--- src/rtl/core/tfs_pkg.sv ---
// Shared types, constants and row table for the three-of-five share joiner.
package tfs_pkg;

  localparam int SHARES          = 5;
  localparam int ROWS            = 10;
  localparam int ROW_W           = 4;
  localparam int SIZE_W          = 32;
  localparam int COUNT_WIDTH_DEF = 32;
  localparam int ADDR_W          = 5;
  localparam int DATA_W          = 32;

  // register indexes (byte address / 4)
  localparam logic [2:0] REG_PRESENT    = 3'd0;
  localparam logic [2:0] REG_SIZE_ONE   = 3'd1;
  localparam logic [2:0] REG_SIZE_TWO   = 3'd2;
  localparam logic [2:0] REG_SIZE_THREE = 3'd3;
  localparam logic [2:0] REG_SIZE_FOUR  = 3'd4;
  localparam logic [2:0] REG_SIZE_FIVE  = 3'd5;

  typedef enum logic [1:0] {
    ST_BYTE  = 2'd0,
    ST_END   = 2'd1,
    ST_COVER = 2'd2
  } status_t;

  typedef struct packed {
    logic [7:0] head_one;
    logic [7:0] head_two;
    logic [7:0] head_three;
    logic [7:0] head_four;
    logic [7:0] head_five;
  } in_item_t;

  typedef struct packed {
    logic [7:0]  out_byte;
    logic [4:0]  pop_mask;
    logic [1:0]  status;
  } out_item_t;

  // what the merge stage decides for one position
  typedef struct packed {
    logic [7:0]        out_byte;
    logic [SHARES-1:0] pop_mask;
    status_t           status;
    logic              advance;
    logic              finish;
  } merge_res_t;

  // member set of each row; members are ascending, so the lowest
  // present bit is the first present member
  function automatic logic [SHARES-1:0] row_mask(input logic [ROW_W-1:0] row);
    logic [SHARES-1:0] m;
    unique case (row)
      4'd0:    m = 5'b00111;
      4'd1:    m = 5'b01011;
      4'd2:    m = 5'b10011;
      4'd3:    m = 5'b01101;
      4'd4:    m = 5'b10101;
      4'd5:    m = 5'b11001;
      4'd6:    m = 5'b01110;
      4'd7:    m = 5'b10110;
      4'd8:    m = 5'b11010;
      4'd9:    m = 5'b11100;
      default: m = '0;
    endcase
    return m;
  endfunction

endpackage

--- src/rtl/core/three_of_five_share_joiner_core.sv ---
// Top level of the three-of-five share joiner: config port, lanes, merge, output register.
//
// Usage:
//   item channel   : item_valid / item_ready / item carry the five current head
//                    bytes, one per share stream.
//   result channel : result_valid / result_ready / result carry out_byte,
//                    pop_mask (heads consumed by this transfer) and status
//                    (byte, end of data, cannot cover).
//   config port    : APB-style, pready always high. 0x00 present_mask,
//                    0x04..0x14 size of shares one..five. Write only while idle.
// Output: a result is registered at its item transfer and shown in the next cycle.
// Throughput: one item per cycle unless result_ready stalls the output register.
//   The rate is set by the loop from the lane counters through the size compare
//   and the merge select back into the counter increment.
// Stall: the output register holds while result_ready is low; item_ready
//   follows "output register empty or being taken", so a new item is taken
//   in the same cycle the held result leaves.
// Reset (rst, synchronous): row back to zero, consumed counts cleared,
//   finished cleared, config registers zeroed, result register emptied.
// Once end of data is reported the block keeps answering end until reset.
module three_of_five_share_joiner_core
  import tfs_pkg::*;
#(
  parameter int COUNT_WIDTH = COUNT_WIDTH_DEF
) (
  input  logic              clk,
  input  logic              rst,
  // item channel
  input  logic              item_valid,
  output logic              item_ready,
  input  in_item_t          item,
  // result channel
  output logic              result_valid,
  input  logic              result_ready,
  output out_item_t         result,
  // config port
  input  logic              psel,
  input  logic              penable,
  input  logic              pwrite,
  input  logic [ADDR_W-1:0] paddr,
  input  logic [DATA_W-1:0] pwdata,
  output logic [DATA_W-1:0] prdata,
  output logic              pready
);

  // config registers
  logic [SHARES-1:0] present_mask;
  logic [SIZE_W-1:0] share_size [SHARES];

  // position state
  logic [ROW_W-1:0]  row_index;
  logic              finished;

  logic [SHARES-1:0] has_bytes;
  merge_res_t        res;
  logic              accept;
  logic              cfg_wr;
  logic [2:0]        reg_idx;

  assign pready  = 1'b1;
  assign reg_idx = paddr[ADDR_W-1:2];
  assign cfg_wr  = psel && penable && pwrite;

  always_ff @(posedge clk) begin
    if (rst) begin
      present_mask <= '0;
      for (int i = 0; i < SHARES; i++) share_size[i] <= '0;
    end else if (cfg_wr) begin
      unique case (reg_idx)
        REG_PRESENT:    present_mask  <= pwdata[SHARES-1:0];
        REG_SIZE_ONE:   share_size[0] <= pwdata[SIZE_W-1:0];
        REG_SIZE_TWO:   share_size[1] <= pwdata[SIZE_W-1:0];
        REG_SIZE_THREE: share_size[2] <= pwdata[SIZE_W-1:0];
        REG_SIZE_FOUR:  share_size[3] <= pwdata[SIZE_W-1:0];
        REG_SIZE_FIVE:  share_size[4] <= pwdata[SIZE_W-1:0];
        default: ;  // unmapped: dropped
      endcase
    end
  end

  always_comb begin
    unique case (reg_idx)
      REG_PRESENT:    prdata = DATA_W'(present_mask);
      REG_SIZE_ONE:   prdata = DATA_W'(share_size[0]);
      REG_SIZE_TWO:   prdata = DATA_W'(share_size[1]);
      REG_SIZE_THREE: prdata = DATA_W'(share_size[2]);
      REG_SIZE_FOUR:  prdata = DATA_W'(share_size[3]);
      REG_SIZE_FIVE:  prdata = DATA_W'(share_size[4]);
      default:        prdata = '0;
    endcase
  end

  // handshake: take a new item whenever the output register frees up
  assign item_ready = !result_valid || result_ready;
  assign accept     = item_valid && item_ready;

  // one lane per share
  for (genvar g = 0; g < SHARES; g++) begin : g_lane
    tfs_lane #(.COUNT_WIDTH(COUNT_WIDTH)) u_lane (
      .clk       (clk),
      .rst       (rst),
      .size      (share_size[g]),
      .pop       (accept && res.pop_mask[g]),
      .has_bytes (has_bytes[g])
    );
  end

  tfs_merge u_merge (
    .row       (row_index),
    .present   (present_mask),
    .has_bytes (has_bytes),
    .finished  (finished),
    .heads     (item),
    .res       (res)
  );

  // row rotation and sticky end flag
  always_ff @(posedge clk) begin
    if (rst) begin
      row_index <= '0;
      finished  <= 1'b0;
    end else if (accept) begin
      if (res.advance) begin
        row_index <= (row_index == ROW_W'(ROWS - 1)) ? '0 : row_index + ROW_W'(1);
      end
      if (res.finish) finished <= 1'b1;
    end
  end

  // output register
  always_ff @(posedge clk) begin
    if (rst) begin
      result_valid <= 1'b0;
    end else if (item_ready) begin
      result_valid <= accept;
    end
  end

  always_ff @(posedge clk) begin
    if (accept) begin
      result.out_byte <= res.out_byte;
      result.pop_mask <= res.pop_mask;
      result.status   <= res.status;
    end
  end

endmodule

--- src/rtl/core/tfs_lane.sv ---
// One share lane: consumed counter and remaining-bytes compare.
module tfs_lane
  import tfs_pkg::*;
#(
  parameter int COUNT_WIDTH = COUNT_WIDTH_DEF
) (
  input  logic              clk,
  input  logic              rst,
  input  logic [SIZE_W-1:0] size,
  input  logic              pop,
  output logic              has_bytes
);

  localparam int CMP_W = (COUNT_WIDTH > SIZE_W) ? COUNT_WIDTH : SIZE_W;

  logic [COUNT_WIDTH-1:0] count;
  logic [CMP_W-1:0]       count_ext;
  logic [CMP_W-1:0]       size_ext;

  assign count_ext = CMP_W'(count);
  assign size_ext  = CMP_W'(size);
  assign has_bytes = count_ext < size_ext;

  // saturating count
  always_ff @(posedge clk) begin
    if (rst) begin
      count <= '0;
    end else if (pop && (count != {COUNT_WIDTH{1'b1}})) begin
      count <= count + COUNT_WIDTH'(1);
    end
  end

endmodule

--- src/rtl/core/tfs_merge.sv ---
// Merge stage: picks the share for the current row and builds the result.
module tfs_merge
  import tfs_pkg::*;
(
  input  logic [ROW_W-1:0]  row,
  input  logic [SHARES-1:0] present,
  input  logic [SHARES-1:0] has_bytes,
  input  logic              finished,
  input  in_item_t          heads,
  output merge_res_t        res
);

  logic [7:0]        head [SHARES];
  logic [SHARES-1:0] cand;
  logic [SHARES-1:0] chosen;
  logic [2:0]        n_present;
  logic [7:0]        sel_byte;

  assign head[0] = heads.head_one;
  assign head[1] = heads.head_two;
  assign head[2] = heads.head_three;
  assign head[3] = heads.head_four;
  assign head[4] = heads.head_five;

  assign cand   = row_mask(row) & present;
  assign chosen = cand & (~cand + SHARES'(1));  // lowest set bit

  always_comb begin
    n_present = '0;
    sel_byte  = '0;
    for (int i = 0; i < SHARES; i++) begin
      n_present = n_present + 3'(present[i]);
      sel_byte  = sel_byte | (head[i] & {8{chosen[i]}});
    end
  end

  always_comb begin
    res = '{out_byte: '0, pop_mask: '0, status: ST_BYTE, advance: 1'b0, finish: 1'b0};
    priority if (finished) begin
      res.status = ST_END;
    end else if (n_present < 3'd3) begin
      res.status = ST_COVER;
    end else if ((chosen & has_bytes) == '0) begin
      res.status = ST_END;
      res.finish = 1'b1;
    end else begin
      res.out_byte = sel_byte;
      res.pop_mask = cand & has_bytes;
      res.advance  = 1'b1;
    end
  end

endmodule

--- config.mk ---
export PLATFORM = sky130hd
export DESIGN_NAME = three_of_five_share_joiner_core
export DESIGN_NICKNAME = d
export VERILOG_FILES = /design/src/rtl/core/tfs_pkg.sv /design/src/rtl/core/three_of_five_share_joiner_core.sv /design/src/rtl/core/tfs_lane.sv /design/src/rtl/core/tfs_merge.sv
export SDC_FILE = /design/constraint.sdc
export NUM_CORES = 1
export LEC_CHECK = 0
export ABC_CLOCK_PERIOD_IN_PS = 13770
export BUFFER_PORTS_ARGS = -buffer_cell sky130_fd_sc_hd__buf_2
export CAP_MARGIN = 15
export CORE_MARGIN = 4
export CORE_UTILIZATION = 55
export DETAILED_ROUTE_END_ITERATION = 6
export PLACE_DENSITY = 0.77
export SYNTH_ARGS = -nofsm -noshare
export SYNTH_HDL_FRONTEND = slang
export SYNTH_SLANG_ARGS = --single-unit
export TNS_END_PERCENT = 10
--- constraint.sdc ---
create_clock -name clk -period 13.77 [get_ports clk]
set_input_delay 2.754 -clock clk [delete_from_list [all_inputs] [get_ports clk]]
set_output_delay 2.754 -clock clk [all_outputs]
set_load 0.02 [all_outputs]
==> results.toml, run 1 <==
[sta]
hold_viol = 0
maxSlewViolCount = 0
period_needed_ns = 8.38
maxClockFrequency_ghz = 0.119
tightestPinTransition_ns = 1.20
slew_headroom = 0.202
skew_ns = 0.0242
rsz0062_at_grt = "no"
setup_violations = 0
fin_crit_sh = 0.609
tns_ns = 0

[yosys]
ys.flop_type = "dfxtp_1"
syn_area_mm2 = 0.0198
synthCells = 2069
synthTopCellsByArea = "edfxtp_1 27%, dfxtp_1 18%, ha_1 11%, inv_1 3.8%, xnor2_1 3.8%"
syn_avg_cell_area_um2 = 9.56
synth_edf_count = 175
synth_top_cell_by_area = "edfxtp_1"
yosysUniqueCellTypes = 78
synth_seq_cells = 351
synth_nets = 2322
yosysWarnings = 0
async_flop_share = 0
synth_top_area_frac = 0.266
yosysSeqAreaShare = 0.444

[run]
drv_cap = 0

[critical_path]
cp.required_ns = 11.02
crit_type = "in2out"
r2r_slack_ns = 8.53
endpoint_kind = "primary output"
cp_max_fo = 45
start_kind = "input port"
arrival_ns = 5.63

[clock_tree]
clock-sinks = 351
cts_buffers = 40
cts_max_level = 2
cts_hold_buf = 0
clk_root_buffer_cell = "clkbuf_16"
post-cts-setup-buffers = 0
cts_buffer_depth = 3
cts_tree = "yes"
cts_resized = 0
clk_latency_ns = 0.54
clk_pin_slew_ns = 0.06

[placed_design]
gp_congestion = 0.944
port_buffers = 130
dp_hpwl_um = 41800

[route]
num_vias = 16300
ant_nets = 0
dr.pass1.iters = 5
vias_per_cell = 6.08
drt_wl_total_um = 56300
post-route-drc-count = 0
drt_iter0_markers = 1540
wl_per_cell_um = 21.1

[grt]
overflow = 0
grt_first_pass_wirelength_um = 87400
grt_max_degree = 71
grt_usage = 0.282
grt_pass1_vias = 16000
antenna_found_initial = 1

[die]
dieWidth_um = 198
core_mm2 = 0.0355
core.rowCount = 69
dieArea_mm2 = 0.0391
die_h_um = 198
initial_core_util = 0.557
io-pin-count = 134

[finish]
drive_above_1_share = 0.119
area_growth_pct = 11.8
final_cell_mix = "202 x inv_1, 181 x nor2_1, 176 x dfxtp_1"
utilization = 0.623
multi_input_area_mm2 = 0.00993
nets = 2431
ff_latch_area_mm2 = 0.00878
final_common_cell = "inv_1"
fillers = 2875

[power_and_ir_drop]
powerDensity_mw_per_mm2 = 106
swShare = 0.244
p_int_mw = 1.78
pwr-share-seq = 0.491
power_frac_clock = 0.436
p_leak_nw = 9.02
irDropWorstVdd_mv = 0.104
switching_power_uw = 573
pwr-share-comb = 0.073

[min_path]
holdCritPathClass = "reg2reg"

[run_status]
status = "completed"
-- critical path, stage by stage --
cell and delay (ns):
buf_2 0.07, buf_4 0.61, inv_1 0.35, nor3b_2 0.90, buf_4 0.42, a221o_1 0.29, buf_2 0.20
-- synthesized netlist by cell type, types with 17 or more instances --
cell type	n
inv_1	202
nor2_1	181
dfxtp_1	176
edfxtp_1	175
ha_1	167
nand2_1	164
a21oi_1	121
o21ai_0	90
xnor2_1	86
nand3_1	64
clkbuf_1	58
nand4_1	54
and2_1	52
nor3_1	44
and3_1	41
a221o_1	36
mux2i_1	36
xor2_1	28
nor4_1	24
or3_1	20
and4_1	18
nor4_2	17
-- registers in the layout, indices dropped and copies added, names as in the netlist, named ones only --
register	cells
g_lane.u_lane.count	160
share_size	160
result	15
present_mask	5
row_index	4
finished	1
result_valid	1
-- metrics by stage --
stage / cell area [µm²] / hold WS [ns] / worst slack, ns / power (mW) / instances
detailed placement: 20800 / 0.492 / 5.56 / 1.34 / 2596
CTS: 22100 / 0.500 / 5.55 / 2.35 / 2670
floorplan: 19800 / 0.462 / 6.59 / 1.26 / 2069
global placement: 20800 / 0.481 / 5.58 / 1.34 / 2596
global route: 22100 / 0.543 / 5.37 / 2.42 / 2672
finish: 22100 / 0.495 / 5.39 / 2.35 / 2672
-- power by group through the flow --
stage | sequential [mW] | combinational (mW) | clock (mW)
after global routing | 1.16 | 0.184 | 1.08
final | 1.15 | 0.172 | 1.03
after floorplan | 1.17 | 0.0970 | 0
after CTS | 1.15 | 0.170 | 1.03
after detailed placement | 1.17 | 0.168 | 0
after global placement | 1.17 | 0.163 | 0
-- cells by family (layout without fill, tap and decap cells) --
kind of cell             Yosys count  after routing  share of synthesized area
AO/OA/AOI/OAI                    360            360                      0.118
multiplexers                      47             47                     0.0245
other                              1              2                   0.000190
XOR/XNOR                         114            114                     0.0505
AND/OR/NAND/NOR                  742            742                      0.198
buffers and inverters            285            426                     0.0566
flip-flops                       351            351                      0.444
adder cells (fa/ha/maj)          169            169                      0.108
-- final timing paths --
check | cells after the start | start | end
setup reg to reg | 16 | present_mask[0]$_SDFFE_PP0P_ | g_lane[2].u_lane.count[25]$_SDFFE_PP0P_
hold reg to reg | 2 | g_lane[2].u_lane.count[1]$_SDFFE_PP0P_ | g_lane[2].u_lane.count[1]$_SDFFE_PP0P_
hold / removal | 2 | g_lane[2].u_lane.count[1]$_SDFFE_PP0P_ | g_lane[2].u_lane.count[1]$_SDFFE_PP0P_
setup / recovery | 7 | paddr[2] | prdata[20]
-- area by class of cell --
type | count | share of cell area
Inverter | 203 | 0.0345
Tap cell | 461 | 0.0261
Timing Repair Buffer | 149 | 0.0361
Multi-Input combinational cell | 1433 | 0.449
Clock buffer | 52 | 0.0487
Antenna cell | 1 | 0.000113
Clock inverter | 22 | 0.00798
Sequential cell | 351 | 0.397
-- metal layers --
| layer | vias to the layer above | routed length [µm] | global-route usage |
|---|---|---|---|
| met5 | - | 0 | 0 |
| met4 | 0 | 2370 | 0.105 |
| met2 | 742 | 26100 | 0.467 |
| met1 | 7745 | 22500 | 0.373 |
| li1 | 7624 | - | - |
| met3 | 143 | 5310 | 0.0524 |
No activity file was read; power rests on OpenSTA's default activity.
==> run 2: changes to the inputs <==
- ABC_CLOCK_PERIOD_IN_PS: 13770 -> 7000
- PLACE_DENSITY: 0.77 -> 0.79
- clock period: 13.77 -> 7 ns (I/O delays scaled with it)
==> results.toml, run 2 (synthesis results as in run 1) <==
[sta]
hold_viol = 0
slew_headroom = 0.282
period_needed_ns = 5.19
maxClockFrequency_ghz = 0.193
fin_crit_sh = 0.741
tns_ns = 0
tightestPinTransition_ns = 1.07
skew_ns = 0.0210
setup_violations = 0
fin_ws_ns = 1.81
maxSlewViolCount = 0
rsz0062_at_grt = "no"
timing.hold.ws_ns = 0.494

[power_and_ir_drop]
power_frac_clock = 0.433
swShare = 0.243
p_leak_nw = 9.02
power.total_mw = 4.60
irDropWorstVdd_mv = 0.152
p_int_mw = 3.48
switching_power_mw = 1.12
pwr-share-seq = 0.492
pwr-share-comb = 0.075
powerDensity_mw_per_mm2 = 208

[critical_path]
worst-path-stages = 6
cp_max_fo = 19
r2r_slack_ns = 1.82
r2r_start = "present_mask[0]$_SDFFE_PP0P_"
cp_cell_sequence = "buf_2 -> nand2b_1 -> buf_4 -> o21ai_0 -> a221o_1 -> buf_2"
slowest_delay_ns = 0.84
r2r_end = "g_lane[2].u_lane.count[23]$_SDFFE_PP0P_"
endpoint = "prdata[18]"
path_buf_inv = 3
startpoint = "paddr[3]"
path_common_cell = "buf_2"
ff2ff_path_depth = 15
crit_family = "buffers and inverters"
endpoint_kind = "primary output"
crit_type = "in2out"
start_kind = "input port"
cp.required_ns = 5.60
arrival_ns = 3.79
critPathSlowestCell = "nand2b_1"

[clock_tree]
cts_buffer_depth = 3
cts_hold_buf = 0
cts_buffers = 39
clk_root_buffer_cell = "clkbuf_16"
clk_pin_slew_ns = 0.05
clk_latency_ns = 0.54
clock-sinks = 351
cts_resized = 0
post-cts-setup-buffers = 0
cts_max_level = 2
cts_tree = "yes"

[finish]
multi_input_area_mm2 = 0.00993
utilization = 0.623
fillers = 2827
final_cell_mix = "202 x inv_1, 181 x nor2_1, 176 x dfxtp_1"
design_area_mm2 = 0.0221
ff_latch_area_mm2 = 0.00878
layoutNonFillerInstCount = 2671
nets = 2431
final_common_cell = "inv_1"
reg_top3 = "g_lane.u_lane.count x160, share_size x160, result x15"
drive_above_1_share = 0.118
area_growth_pct = 11.7

[die]
die_h_um = 198
dieArea_mm2 = 0.0391
core.rowCount = 69
initial_core_util = 0.557
io-pin-count = 134
dieWidth_um = 198
core_mm2 = 0.0355

[route]
dr.pass1.iters = 5
drt_iter0_markers = 1584
drt_wl_total_um = 56600
wl_per_cell_um = 21.2
post-route-drc-count = 0
vias_per_cell = 6.16
ant_nets = 0
num_vias = 16400

[grt]
grt_usage = 0.282
grt_max_degree = 74
antenna_found_initial = 1
grt_pass1_vias = 15900
overflow = 0
grt_first_pass_wirelength_um = 87100

[run]
drv_cap = 0

[run_status]
status = "completed"

[placed_design]
placed_area_mm2 = 0.0208
port_buffers = 130
dp_hpwl_um = 42000
gp_congestion = 0.946
dp.cells = 2597
pre_cts_ws_ns = 1.87

[min_path]
holdPathStages = 2
holdCritPathClass = "reg2reg"
-- run 2: changes by cell type in the layout (fill, tap and decap cells not counted), sizes merged --
cell | previous run | this run
clkinv | 15 | 10
clkinvlp | 3 | 1
buf | 149 | 150
clkbuf | 52 | 57
-- run 2: area by class of cell --
type,instances,area share
timing repair buffer,150,0.0374
multi-input combinational,1433,0.449
tap,461,0.0261
inverter,203,0.0345
clock buffer,57,0.0490
antenna,1,0.000113
sequential,351,0.397
clock inverter,15,0.00606
-- run 2: how the worst min path moves through the flow --
stage,from,to
2_1_floorplan,present_mask[1]$_SDFFE_PP0P_,present_mask[1]$_SDFFE_PP0P_
3_3_place_gp,g_lane[2].u_lane.count[19]$_SDFFE_PP0P_,g_lane[2].u_lane.count[19]$_SDFFE_PP0P_
3_5_place_dp,present_mask[1]$_SDFFE_PP0P_,present_mask[1]$_SDFFE_PP0P_
4_1_cts,present_mask[1]$_SDFFE_PP0P_,present_mask[1]$_SDFFE_PP0P_
5_1_grt,g_lane[2].u_lane.count[21]$_SDFFE_PP0P_,g_lane[2].u_lane.count[21]$_SDFFE_PP0P_
6_report,present_mask[1]$_SDFFE_PP0P_,present_mask[1]$_SDFFE_PP0P_
-- run 2: tightest hold or removal path: stages, from the launching register on --
cell and delay [ns]:
dfxtp_1 0.33, nand2_1 0.06, a21oi_1 0.05
-- run 2: routing by layer --
layer  vias to the layer above  global-route usage  routed length (µm)
met2                       792               0.470               26400
met5                         -                   0                   7
met3                       143              0.0479                4950
met1                      7891               0.364               22300
li1                       7613                   -                   -
met4                         2               0.121                2860
-- run 2: power groups by stage --
| stage | clock, mW | combinational [mW] | sequential, mW |
|---|---|---|---|
| after floorplan | 0 | 0.191 | 2.29 |
| after global placement | 0 | 0.326 | 2.30 |
| after detailed placement | 0 | 0.337 | 2.31 |
| after CTS | 2.01 | 0.340 | 2.26 |
| after global routing | 2.08 | 0.367 | 2.27 |
| final | 1.99 | 0.344 | 2.26 |
